$ cat src/design/clfp_pkg.sv
// ----------------------------------------------------------------------------
// clfp_pkg
// Shared types and constants for the cursor list / free pool block: pool
// geometry, link encoding, item structs, controller states and datapath ops.
// ----------------------------------------------------------------------------
package clfp_pkg;

   // Pool geometry
   localparam int SLOTS     = 16;
   localparam int KEY_BITS  = 32;
   localparam int SLOT_BITS = $clog2(SLOTS);
   localparam int LINK_BITS = SLOT_BITS + 1;   // one extra bit for null

   // Field widths of the item structs
   localparam int KEY_W    = 32;
   localparam int SLOT_W   = 4;
   localparam int STATUS_W = 2;

   typedef logic [LINK_BITS-1:0] link_type;
   typedef logic [KEY_BITS-1:0]  kval_type;

   localparam link_type NULL_LINK = '1;
   localparam link_type SLOT_CNT  = LINK_BITS'(SLOTS);
   localparam link_type LINK_ONE  = LINK_BITS'(1);

   typedef enum logic {
      OP_INSERT = 1'b0,
      OP_DELETE = 1'b1
   } op_type;

   typedef enum logic [STATUS_W-1:0] {
      ST_DONE      = 2'd0,
      ST_FULL      = 2'd1,
      ST_NOT_FOUND = 2'd2
   } status_type;

   typedef struct packed {
      op_type           opcode;
      logic [KEY_W-1:0] key;
   } req_type;

   typedef struct packed {
      status_type        status;
      logic [SLOT_W-1:0] slot;
      logic [KEY_W-1:0]  removed_key;
   } rsp_type;

   typedef enum logic [2:0] {
      CS_IDLE,
      CS_INS_START,
      CS_INS_COMMIT,
      CS_DEL_START,
      CS_DEL_CHECK,
      CS_DEL_FREE,
      CS_FINISH
   } ctl_state_type;

   typedef enum logic [3:0] {
      DP_NOP,
      DP_LATCH,
      DP_INS_READ,
      DP_INS_COMMIT,
      DP_DEL_START,
      DP_DEL_STEP,
      DP_DEL_UNLINK,
      DP_DEL_FREE,
      DP_SET_FULL,
      DP_SET_MISS
   } dp_op_type;

   typedef struct packed {
      dp_op_type op;
      logic      load_rsp;
   } dp_cmd_type;

   typedef struct packed {
      logic free_empty;   // free list is empty
      logic head_null;    // key list is empty
      logic hit;          // slot just read holds the key
      logic walk_end;     // no further slot to visit
   } dp_stat_type;

   // Link names a real slot
   function automatic logic is_slot(link_type l);
      return l < SLOT_CNT;
   endfunction

endpackage

$ cat src/design/clfp_ctrl.sv
// ----------------------------------------------------------------------------
// clfp_ctrl
// Sequencer for insert and delete: steps the datapath through the pop,
// the list walk, the unlink and the free-list push, and owns the result
// valid flag.
// ----------------------------------------------------------------------------
module clfp_ctrl
   import clfp_pkg::*;
(
   input  logic        clock,
   input  logic        reset,
   input  logic        req_valid,
   input  op_type      req_opcode,
   output logic        req_stall,
   output logic        rsp_valid,
   input  logic        rsp_stall,
   output dp_cmd_type  cmd,
   input  dp_stat_type stat
);

   ctl_state_type state_ff, state_in;
   logic          rsp_valid_ff, rsp_valid_in;
   logic          out_free;

   // Output register can take a new item
   assign out_free  = !rsp_valid_ff || !rsp_stall;
   assign req_stall = (state_ff != CS_IDLE);
   assign rsp_valid = rsp_valid_ff;

   // State and result flag registers
   always_ff @(posedge clock) begin
      if (reset) begin
         state_ff     <= CS_IDLE;
         rsp_valid_ff <= 1'b0;
      end else begin
         state_ff     <= state_in;
         rsp_valid_ff <= rsp_valid_in;
      end
   end

   // Next state and commands
   always_comb begin
      state_in     = state_ff;
      cmd.op       = DP_NOP;
      cmd.load_rsp = 1'b0;
      unique case (state_ff)
         CS_IDLE: begin
            if (req_valid) begin
               cmd.op   = DP_LATCH;
               state_in = (req_opcode == OP_DELETE) ? CS_DEL_START : CS_INS_START;
            end
         end
         CS_INS_START: begin
            if (stat.free_empty) begin
               cmd.op   = DP_SET_FULL;
               state_in = CS_FINISH;
            end else begin
               cmd.op   = DP_INS_READ;
               state_in = CS_INS_COMMIT;
            end
         end
         CS_INS_COMMIT: begin
            cmd.op   = DP_INS_COMMIT;
            state_in = CS_FINISH;
         end
         CS_DEL_START: begin
            if (stat.head_null) begin
               cmd.op   = DP_SET_MISS;
               state_in = CS_FINISH;
            end else begin
               cmd.op   = DP_DEL_START;
               state_in = CS_DEL_CHECK;
            end
         end
         CS_DEL_CHECK: begin
            priority if (stat.hit) begin
               cmd.op   = DP_DEL_UNLINK;
               state_in = CS_DEL_FREE;
            end else if (stat.walk_end) begin
               cmd.op   = DP_SET_MISS;
               state_in = CS_FINISH;
            end else begin
               cmd.op   = DP_DEL_STEP;
            end
         end
         CS_DEL_FREE: begin
            cmd.op   = DP_DEL_FREE;
            state_in = CS_FINISH;
         end
         CS_FINISH: begin
            if (out_free) begin
               cmd.load_rsp = 1'b1;
               state_in     = CS_IDLE;
            end
         end
         default: state_in = CS_IDLE;
      endcase
   end

   // Result flag: set on load, cleared when taken
   assign rsp_valid_in = cmd.load_rsp || (rsp_valid_ff && rsp_stall);

endmodule

$ cat src/design/clfp_dpath.sv
// ----------------------------------------------------------------------------
// clfp_dpath
// Slot pool datapath: key and link memories, list and free heads, walk
// cursors, fill count for never-used slots, and the result registers.
// ----------------------------------------------------------------------------
module clfp_dpath
   import clfp_pkg::*;
(
   input  logic        clock,
   input  logic        reset,
   input  req_type     req_data,
   output rsp_type     rsp_data,
   input  dp_cmd_type  cmd,
   output dp_stat_type stat
);

   // Pool memories
   kval_type key_mem  [SLOTS];
   link_type link_mem [SLOTS];

   // Control state
   link_type list_head_ff, list_head_in;
   link_type free_head_ff, free_head_in;
   link_type fresh_ff, fresh_in;          // slots below this were never taken

   // Payload registers
   kval_type key_ff, key_in;
   link_type prev_ff, prev_in;
   link_type cur_ff, cur_in;
   link_type steps_ff, steps_in;
   kval_type rd_key_ff;
   link_type rd_link_ff;
   rsp_type  res_ff, res_in;
   rsp_type  rsp_ff;

   // Memory port controls
   logic                 rd_en;
   logic [SLOT_BITS-1:0] rd_addr;
   logic                 key_we;
   logic                 link_we;
   logic [SLOT_BITS-1:0] wr_addr;
   link_type             link_wdata;

   // Helpers
   logic [63:0] req_key_wide;
   logic [63:0] rd_key_wide;
   logic [31:0] slot_wide;
   logic        untouched;
   link_type    pop_next;
   link_type    walk_next;

   assign req_key_wide = 64'(req_data.key);
   assign rd_key_wide  = 64'(rd_key_ff);

   // Never-used slots chain downward: slot i follows to i-1, slot 0 to null
   assign untouched = free_head_ff < fresh_ff;
   always_comb begin
      if (untouched) begin
         pop_next = (free_head_ff == '0) ? NULL_LINK : (free_head_ff - LINK_ONE);
      end else begin
         pop_next = is_slot(rd_link_ff) ? rd_link_ff : NULL_LINK;
      end
   end
   assign walk_next = is_slot(rd_link_ff) ? rd_link_ff : NULL_LINK;

   // Status to controller
   assign stat.free_empty = !is_slot(free_head_ff);
   assign stat.head_null  = !is_slot(list_head_ff);
   assign stat.hit        = (rd_key_ff == key_ff);
   assign stat.walk_end   = !is_slot(rd_link_ff) || ((steps_ff + LINK_ONE) >= SLOT_CNT);

   // Command decode
   always_comb begin
      list_head_in = list_head_ff;
      free_head_in = free_head_ff;
      fresh_in     = fresh_ff;
      key_in       = key_ff;
      prev_in      = prev_ff;
      cur_in       = cur_ff;
      steps_in     = steps_ff;
      res_in       = res_ff;
      rd_en        = 1'b0;
      rd_addr      = free_head_ff[SLOT_BITS-1:0];
      key_we       = 1'b0;
      link_we      = 1'b0;
      wr_addr      = free_head_ff[SLOT_BITS-1:0];
      link_wdata   = list_head_ff;
      slot_wide    = '0;
      unique case (cmd.op)
         DP_NOP: begin
         end
         DP_LATCH: begin
            key_in = req_key_wide[KEY_BITS-1:0];
         end
         DP_INS_READ: begin
            rd_en   = 1'b1;
            rd_addr = free_head_ff[SLOT_BITS-1:0];
         end
         DP_INS_COMMIT: begin
            key_we       = 1'b1;
            link_we      = 1'b1;
            wr_addr      = free_head_ff[SLOT_BITS-1:0];
            link_wdata   = list_head_ff;
            list_head_in = free_head_ff;
            free_head_in = pop_next;
            if (untouched) begin
               fresh_in = free_head_ff;
            end
            slot_wide          = 32'(free_head_ff[SLOT_BITS-1:0]);
            res_in.status      = ST_DONE;
            res_in.slot        = slot_wide[SLOT_W-1:0];
            res_in.removed_key = '0;
         end
         DP_DEL_START: begin
            rd_en    = 1'b1;
            rd_addr  = list_head_ff[SLOT_BITS-1:0];
            prev_in  = NULL_LINK;
            cur_in   = list_head_ff;
            steps_in = '0;
         end
         DP_DEL_STEP: begin
            rd_en    = 1'b1;
            rd_addr  = rd_link_ff[SLOT_BITS-1:0];
            prev_in  = cur_ff;
            cur_in   = rd_link_ff;
            steps_in = steps_ff + LINK_ONE;
         end
         DP_DEL_UNLINK: begin
            if (is_slot(prev_ff)) begin
               link_we    = 1'b1;
               wr_addr    = prev_ff[SLOT_BITS-1:0];
               link_wdata = walk_next;
            end else begin
               list_head_in = walk_next;
            end
            slot_wide          = 32'(cur_ff[SLOT_BITS-1:0]);
            res_in.status      = ST_DONE;
            res_in.slot        = slot_wide[SLOT_W-1:0];
            res_in.removed_key = rd_key_wide[KEY_W-1:0];
         end
         DP_DEL_FREE: begin
            link_we      = 1'b1;
            wr_addr      = cur_ff[SLOT_BITS-1:0];
            link_wdata   = free_head_ff;
            free_head_in = cur_ff;
         end
         DP_SET_FULL: begin
            res_in.status      = ST_FULL;
            res_in.slot        = '0;
            res_in.removed_key = '0;
         end
         DP_SET_MISS: begin
            res_in.status      = ST_NOT_FOUND;
            res_in.slot        = '0;
            res_in.removed_key = '0;
         end
         default: begin
         end
      endcase
   end

   // Heads and fill count
   always_ff @(posedge clock) begin
      if (reset) begin
         list_head_ff <= NULL_LINK;
         free_head_ff <= LINK_BITS'(SLOTS - 1);
         fresh_ff     <= SLOT_CNT;
      end else begin
         list_head_ff <= list_head_in;
         free_head_ff <= free_head_in;
         fresh_ff     <= fresh_in;
      end
   end

   // Walk and result payload
   always_ff @(posedge clock) begin
      key_ff   <= key_in;
      prev_ff  <= prev_in;
      cur_ff   <= cur_in;
      steps_ff <= steps_in;
      res_ff   <= res_in;
      if (cmd.load_rsp) begin
         rsp_ff <= res_ff;
      end
   end

   // Key memory
   always_ff @(posedge clock) begin
      if (key_we) begin
         key_mem[wr_addr] <= key_ff;
      end
      if (rd_en) begin
         rd_key_ff <= key_mem[rd_addr];
      end
   end

   // Link memory
   always_ff @(posedge clock) begin
      if (link_we) begin
         link_mem[wr_addr] <= link_wdata;
      end
      if (rd_en) begin
         rd_link_ff <= link_mem[rd_addr];
      end
   end

   assign rsp_data = rsp_ff;

endmodule

$ cat src/design/cursor_list_free_pool_core.sv
// ----------------------------------------------------------------------------
// cursor_list_free_pool_core
// Fixed pool of slots holding keys on one singly linked list, with unused
// slots on a free list. Insert pushes a key at the front; delete unlinks the
// first slot holding the key and returns it to the free list.
//
//   channel  ports                         item
//   input    req_valid req_stall req_data  opcode, key
//   result   rsp_valid rsp_stall rsp_data  status, slot, removed_key
//
// Insert reads the slot at the free head, then writes the key and link
// there and makes it the list head; a full pool skips both. Delete walks
// the list from the head to a hit or its end; the walk reads one slot per
// cycle from the key and link memories. One item is in work at a time.
// No clearing pass after reset: a fill count stands in for the initial free
// chain. A stalled result waits in its output register while the next item
// is taken and worked.
// ----------------------------------------------------------------------------
module cursor_list_free_pool_core
   import clfp_pkg::*;
(
   input  logic    clock,
   input  logic    reset,
   input  logic    req_valid,
   output logic    req_stall,
   input  req_type req_data,
   output logic    rsp_valid,
   input  logic    rsp_stall,
   output rsp_type rsp_data
);

   dp_cmd_type  cmd;
   dp_stat_type stat;

   // Sequencer
   clfp_ctrl u_ctrl (
      .clock      (clock),
      .reset      (reset),
      .req_valid  (req_valid),
      .req_opcode (req_data.opcode),
      .req_stall  (req_stall),
      .rsp_valid  (rsp_valid),
      .rsp_stall  (rsp_stall),
      .cmd        (cmd),
      .stat       (stat)
   );

   // Pool datapath
   clfp_dpath u_dpath (
      .clock    (clock),
      .reset    (reset),
      .req_data (req_data),
      .rsp_data (rsp_data),
      .cmd      (cmd),
      .stat     (stat)
   );

endmodule
$ cat config.mk
export PLATFORM = sky130hd
export DESIGN_NAME = cursor_list_free_pool_core
export DESIGN_NICKNAME = d
export VERILOG_FILES = /design/src/design/clfp_pkg.sv /design/src/design/clfp_ctrl.sv /design/src/design/clfp_dpath.sv /design/src/design/cursor_list_free_pool_core.sv
export SDC_FILE = /design/constraint.sdc
export NUM_CORES = 1
export LEC_CHECK = 0
export BUFFER_PORTS_ARGS = -buffer_cell sky130_fd_sc_hd__buf_2
export CAP_MARGIN = 20
export CELL_PAD_IN_SITES_DETAIL_PLACEMENT = 0
export CELL_PAD_IN_SITES_GLOBAL_PLACEMENT = 1
export CORE_AREA = 4 4 348 350
export DETAILED_ROUTE_END_ITERATION = 10
export DIE_AREA = 0 0 352 354
export GPL_TIMING_DRIVEN = 0
export PLACE_DENSITY_LB_ADDON = 0.1
export RECOVER_POWER = 50
export SLEW_MARGIN = 20
export SYNTH_ARGS = -nofsm -noshare
export SYNTH_HDL_FRONTEND = slang
export SYNTH_SLANG_ARGS = --single-unit
$ cat constraint.sdc
create_clock -name clock -period 6.03 [get_ports clock]
set_input_delay 0.3015 -clock clock [delete_from_list [all_inputs] [get_ports clock]]
set_output_delay 0.3015 -clock clock [all_outputs]
set_load 0.01 [all_outputs]
Word level (Yosys, flattened, before mapping). Memories as Yosys holds them, arrays and structs flattened. A register that Yosys moved wholly into a read port is not among the register bits. Cells that the tools add are included.

Bits in registers: 142. RAM bits: 592. Bits of input ports: 37. Output and inout bits: 40. Memories: 2.

Add/sub/neg operators: 2. $lt $le $gt $ge: 6. Equality and inequality tests: 20. Mux-type cells: 39. Reductions and logical operators: 20.

Memories: u_dpath.key_mem (words 16, width 32, read ports 1, clocked after Yosys merged registers in 1, write ports 1, RTL line clfp_dpath.sv:18) `kval_type key_mem [SLOTS];`; u_dpath.link_mem (words 16, width 5, read ports 1, clocked after Yosys merged registers in 1, write ports 1, RTL line clfp_dpath.sv:19) `link_type link_mem [SLOTS];`.

Operator list (count): 38-bit one-hot mux with 4 select lines (1); 5-bit one-hot mux with 2 select lines (6); 32-bit == test (1); 5-bit two-way mux (5); 4-bit one-hot mux with 6 select lines (1); 5-bit less-than comparator (second input constant) (4); 4-bit two-way mux (5); 3-bit one-hot mux with 6 select lines (1); 4-bit by 3-bit == test with 1-bit output (second input constant) (4); 4-bit one-hot mux with 2 select lines (2); 3-bit two-way mux (5); 1-bit two-way mux (10); 3-bit == test (second input constant) (3); 4-bit by 2-bit == test with 1-bit output (second input constant) (2); 4-bit == test (second input constant) (2); 3-bit by 2-bit == test with 1-bit output (second input constant) (2); 2-bit nonzero test (3); 5-bit by 1-bit adder with 5-bit output (second input constant) (1); 5-bit greater-or-equal comparator (second input constant) (1); 5-bit logical NOT (1); 5-bit less-than comparator (1); 5-bit by 1-bit subtractor with 5-bit output (second input constant) (1); 4-bit by 1-bit == test with 1-bit output (second input constant) (1); 2-bit two-way mux (2); other kinds (15) (22).

Depth between registers and ports, before layout.
Depth after elaboration: 11. Mapped depth: 14.

Hierarchy. A second synthesis with hierarchy kept.

Cells, all modules: 1792. Area, all modules: 30131.4 um2.

Modules (own cells, without submodules): clfp_dpath (instances 1, cells each 1749, area an instance 29816.1 um2, sequential area each 22881.9 um2); clfp_ctrl (instances 1, cells each 43, area an instance 315.3 um2, sequential area each 80.1 um2).

Least setup slack after synthesis. No wires, ideal clock.

Path type: flip-flop to flip-flop. Start point: register u_dpath.key_ff[27]. End point: memory u_dpath.key_mem[11][0] in the netlist's numbering (enable). Arrival time: 5551 ps. Setup slack: -23 ps. Cell stages (with the launch flop): 10. Period minus slack after synthesis: 6053 ps. Cells stage by stage: edfxtp_1 -> xor2_1 -> nor4_1 -> nand4_1 -> nor3_1 -> o21ai_1 -> a222oi_1 -> nand2b_1 -> clkbuf_1 -> nor4_1.

Word-level cells in the longest chain between the ends: 7. Elaborated cells between the ends (all ways): 10.

RTL lines: start, declared (RTL line clfp_dpath.sv:27) `kval_type key_ff, key_in;`; start signal, assigned (RTL line clfp_dpath.sv:177) `key_ff <= key_in;`; 32-bit == test (*) (RTL line clfp_dpath.sv:69) `assign stat.hit = (rd_key_ff == key_ff);`; 4-bit two-way mux (*) (RTL line clfp_ctrl.sv:76) `priority if (stat.hit) begin`; 4-bit one-hot mux with 6 select lines (*) (RTL line clfp_ctrl.sv:46) `unique case (state_ff)`; 4-bit by 2-bit == test with 1-bit output (RTL line clfp_dpath.sv:89) `unique case (cmd.op)`; 1-bit two-way mux (RTL line clfp_dpath.sv:89); 1-bit two-way mux (RTL line clfp_dpath.sv:189) `if (key_we) begin`; 1-bit two-way mux (not written as such) (RTL line clfp_dpath.sv:190) `key_mem[wr_addr] <= key_ff;`; end, declared (RTL line clfp_dpath.sv:18).

Mark *: on every way between the ends. The rest lies on a longest branch, timed or not.

Final worst setup path.
Start point: register u_dpath.key_ff[15]. End point: register u_dpath.rd_key_ff[30], read port of u_dpath.key_mem (data pin).

Word-level cells in the longest chain between the ends: 6. Elaborated cells between the ends (all ways): 9.

RTL lines: 32-bit == test (*) (RTL line clfp_dpath.sv:69); 4-bit two-way mux (*) (RTL line clfp_ctrl.sv:76); 4-bit one-hot mux with 6 select lines (*) (RTL line clfp_ctrl.sv:46); 4-bit by 2-bit == test with 1-bit output or 4-bit by 3-bit == test with 1-bit output (tied branches) (RTL line clfp_dpath.sv:89); 3-bit OR reduction (no source line); 1-bit two-way mux (RTL line clfp_dpath.sv:89); end, declared (RTL line clfp_dpath.sv:31) `kval_type rd_key_ff;`.

Marks and branches as above. A chain may end at the register's enable or synchronous reset.

==> results.sh <==
export IMPL_worst_slew_pin_transition_ns=1.43
export IMPL_multi_input_area_sq_mm=0.00712
export IMPL_syn_nets=1894
export IMPL_share_of_synthesized_flip_flops_with_an_asynchronous_set_or_reset_pct=0
export IMPL_synth_top_cells_by_area="sky130_fd_sc_hd__edfxtp_1 (74%), sky130_fd_sc_hd__mux2i_1 (5.2%), sky130_fd_sc_hd__nand3_1 (1.6%), sky130_fd_sc_hd__a221oi_1 (1.5%), sky130_fd_sc_hd__a211oi_1 (1.5%)"
export IMPL_synth_most_common_cell="sky130_fd_sc_hd__edfxtp_1"
export IMPL_synthFlopType="sky130_fd_sc_hd__edfxtp_1"
export IMPL_cellLeakagePower_nw=11.8
export IMPL_internal_power_mw=11.0
export IMPL_grt_antenna_before_repair=5
export IMPL_placed_cells_incl_taps=3537
export IMPL_fp_row_count=126
export IMPL_drt_total_wl_microns=102000
export IMPL_seq_area_sq_mm=0.0230
export IMPL_syn_mean_instance_area_sq_um=16.5
export IMPL_worstSetupEndpointType="register"
export IMPL_overflow=0
export IMPL_ys_seq_elements=771
export IMPL_first_global_vias=18000
export IMPL_finalCritPeriodShare_pct=96.0
export IMPL_final_instance_count_excl_fill=3752
export IMPL_place_worst_setup_slack_ns=-1.05
export IMPL_grt_pass1_wl_microns=142000
export IMPL_tns_ns=0
export IMPL_chipWidth_microns=352
export IMPL_netlist_area_leader_share_pct=74.1
export IMPL_route_detailed_vias_per_inst=4.77
export IMPL_height_of_the_die_microns=354
export IMPL_swShare_pct=32.5
export IMPL_crit_buf_inv=3
export IMPL_layout_nets=2188
export IMPL_post_synth_instance_area_sq_mm=0.0305
export IMPL_drt_pass1_iter_count=6
export IMPL_critPathRequiredTime_ns=6.33
export IMPL_critical_path_top_delay_family="compound AO/OA/AOI/OAI gates"
export IMPL_avgRoutedWirePerCell_microns=27.2
export IMPL_grt_start_max_net_pins=27
export IMPL_cp_start_kind="register"
export IMPL_post_synth_top_cells="sky130_fd_sc_hd__edfxtp_1 (752), sky130_fd_sc_hd__mux2i_1 (159), sky130_fd_sc_hd__nand3_1 (95)"
export IMPL_unrepaired_setup_endpoints_after_global_routing="no"
export IMPL_dr_first_iter_drc_count=1507
export IMPL_groute_layer_met2_usage_pct=25.3
export IMPL_timing_final_crit_period_ns=5.79
export IMPL_relSlewSlack_pct=4.58
export IMPL_critical_path_cell_chain="xor2_1 > nor4_2 > nand4_1 > buf_4 > o21ai_0 > clkbuf_1 > o21ai_1 > a21oi_2 > nor2_1 > clkbuf_1 > o211ai_1 > nand4_1"
export IMPL_comb_power_share_pct=24.6
export IMPL_clock_sink_count=771
export IMPL_worst_path_largest_cell_delay_ns=0.87
export IMPL_gp_routability_congestion=0.763
export IMPL_post_dp_hpwl_microns=71000
export IMPL_share_of_layout_cells_above_drive_strength_1_pct=15.8
export IMPL_track_usage_pct=16.0
export IMPL_timing_fmax_mhz=173
export IMPL_cpMaxStageDelayCell="sky130_fd_sc_hd__a21oi_2"
export IMPL_routed_via_count=17900
export IMPL_switchingPower_mw=5.30
export IMPL_grt_use_met1_pct=22.8
export IMPL_min_path_type="in -> reg"
export IMPL_worst_setup_hold_path_clk_slew_ns=0.06
export IMPL_vdd_drop_max_uv=195
export IMPL_area_added_between_synthesis_and_finish_pct=21.3
export IMPL_synth_area_leader_cell="sky130_fd_sc_hd__edfxtp_1"
export IMPL_timing_final_max_slew_violations=0
export IMPL_clock_root_buffer="sky130_fd_sc_hd__clkbuf_16"
export IMPL_path_max_fanout=17
export IMPL_final_setup_viol_count=0
export IMPL_synth_edf_count=752
export IMPL_final_setup_worst_slack_ns=0.244
export IMPL_grt_most_used_layer="met2"
export IMPL_number_of_different_library_cells_in_the_post_synthesis_netlist=63
export IMPL_status="finished, final reports clean"
export IMPL_report_final_hold_viol_count=0
export IMPL_fillers=11500
export IMPL_clock_tree_buffer_depth=3
export IMPL_floorplan_initialDensity_pct=25.9
export IMPL_power_density_mw_per_mm2=442
export IMPL_core_area_sq_mm=0.118
export IMPL_grtUsageMet3_pct=2.65
export IMPL_seq_power_share_pct=43.2
export IMPL_cts_tree="built"
export IMPL_drc=0
export IMPL_postLayoutCellArea_sq_mm=0.0370
export IMPL_port_buffers=75
export IMPL_worst_hold_slack_ns=0.225
export IMPL_p_clk_share_pct=32.2
export IMPL_timing_critical_path_arrival_ns=6.09
export IMPL_yosysWarnings=0
export IMPL_ys_seq_area_share_pct=75.3
export IMPL_dpl_cell_area_sq_mm=0.0339
export IMPL_max_cap_violations=0
export IMPL_final_antenna_net_count=0
export IMPL_tritoncts_num_buffers=92
export IMPL_clk_latency_ns=0.64
export IMPL_clock_h_tree_levels=3
export IMPL_dieArea_sq_mm=0.125
export IMPL_ios=77
export IMPL_synthesized_instance_count=1851
export IMPL_worst_setup_path_type="reg -> reg"
export IMPL_skew_ns=0.0214
stage by stage:
stage	utilization, %	power [mW]
final	31.4	16.3
after global placement	27.8	11.1
after global routing	31.4	17.1
after detailed placement	28.8	11.3
after CTS	31.5	16.6
after floorplan	-	9.30
per-layer routing:
| layer | vias to the layer above | wire (microns) |
|---|---|---|
| met3 | 124 | 4930 |
| li1 | 8008 | - |
| met2 | 518 | 46600 |
| met5 | - | 0 |
| met4 | 0 | 2480 |
| met1 | 9245 | 48200 |
power groups by stage:
stage,combinational [mW],sequential [mW],clock (mW)
global placement,3.88,7.25,0
global route,4.30,7.11,5.66
detailed placement,4.06,7.20,0
finish,4.01,7.05,5.26
floorplan,2.27,7.03,0
CTS,4.11,7.09,5.43
worst paths after layout:
path | startpoint | endpoint | slack (ns) | cells after the start
setup / recovery | u_dpath.key_ff[15] | u_dpath.rd_key_ff[30] | 0.24 | 12
hold / removal | reset | u_dpath.free_head_ff[0] | 0.23 | 3
setup reg to reg | u_dpath.key_ff[15] | u_dpath.rd_key_ff[30] | 0.24 | 12
hold reg to reg | u_dpath.res_ff[33] | u_dpath.rsp_data[33] | 0.41 | 0
worst register-to-register path, delay by kind of cell, from the launching register on:
kind,cells,cell delay [ns]
buf+inv,3,1.15
compound gates,4,1.99
xor+xnor,1,0.33
simple gates,4,1.24
flops,1,0.73
placed cells by master (no fill, tap or decap), types with 8 or more instances in the layout:
| master | count |
|---|---|
| sky130_fd_sc_hd__a211oi_1 | 59 |
| sky130_fd_sc_hd__a21oi_1 | 21 |
| sky130_fd_sc_hd__a221oi_1 | 52 |
| sky130_fd_sc_hd__a22o_1 | 30 |
| sky130_fd_sc_hd__a22oi_1 | 26 |
| sky130_fd_sc_hd__and2_1 | 32 |
| sky130_fd_sc_hd__and3_1 | 55 |
| sky130_fd_sc_hd__buf_12 | 9 |
| sky130_fd_sc_hd__buf_2 | 65 |
| sky130_fd_sc_hd__buf_4 | 50 |
| sky130_fd_sc_hd__buf_6 | 16 |
| sky130_fd_sc_hd__clkbuf_1 | 147 |
| sky130_fd_sc_hd__clkbuf_16 | 92 |
| sky130_fd_sc_hd__clkinv_1 | 26 |
| sky130_fd_sc_hd__clkinv_2 | 23 |
| sky130_fd_sc_hd__dfxtp_1 | 19 |
| sky130_fd_sc_hd__dlygate4sd3_1 | 34 |
| sky130_fd_sc_hd__edfxtp_1 | 752 |
| sky130_fd_sc_hd__inv_1 | 14 |
| sky130_fd_sc_hd__mux2_1 | 22 |
| sky130_fd_sc_hd__mux2_2 | 22 |
| sky130_fd_sc_hd__mux2i_1 | 159 |
| sky130_fd_sc_hd__nand2_1 | 22 |
| sky130_fd_sc_hd__nand2b_1 | 10 |
| sky130_fd_sc_hd__nand3_1 | 95 |
| sky130_fd_sc_hd__nand4_1 | 14 |
| sky130_fd_sc_hd__nor2_1 | 37 |
| sky130_fd_sc_hd__nor2_4 | 8 |
| sky130_fd_sc_hd__nor3_1 | 13 |
| sky130_fd_sc_hd__nor3_2 | 12 |
| sky130_fd_sc_hd__o211ai_1 | 44 |
| sky130_fd_sc_hd__o21ai_0 | 55 |
| sky130_fd_sc_hd__o21ai_1 | 28 |
| sky130_fd_sc_hd__xor2_1 | 33 |
kinds of logic (layout without fill, tap and decap cells):
family	count (synthesis)	in the layout	synth area share, %
xor+xnor	34	34	0.977
other cells	1	4	0.0123
mux	203	203	6.85
fa+ha+maj	6	6	0.246
simple gates	341	341	6.04
compound gates	356	356	8.52
buf+inv	139	501	2.02
flops	771	771	75.3
registers in the layout, indices dropped and copies added, names as in the netlist, 5 cells and up:
name / count
u_dpath.list_head_ff: 5
u_dpath.res_ff: 38
u_dpath.prev_ff: 5
u_dpath.link_mem: 80
u_dpath.rd_key_ff: 32
u_dpath.cur_ff: 5
u_dpath.steps_ff: 5
u_dpath.rd_link_ff: 5
u_dpath.rsp_data: 38
u_dpath.key_ff: 32
u_dpath.key_mem: 512
u_dpath.free_head_ff: 5
u_dpath.fresh_ff: 5
area by class of cell:
cell class	count	area share, %
Clock inverter	62	1.30
Tap cell	1536	5.20
Antenna cell	3	0.0203
Sequential cell	771	62.1
Timing Repair Buffer	200	4.14
Inverter	14	0.142
Clock buffer	100	6.31
Buffer	125	1.53
Multi-Input combinational cell	941	19.3
repair_timing:
| action | in CTS | in global routing |
|---|---|---|
| endpoints found under the hold margin | 34 | 0 |
| gates resized for setup | 4 | 6 |
| hold buffers | 34 | 0 |
| pin swaps | 1 | 0 |
| buffers inserted | 3 | 13 |
| endpoints found under the setup margin | 568 | 54 |
No activity file was read; power rests on OpenSTA's default activity.
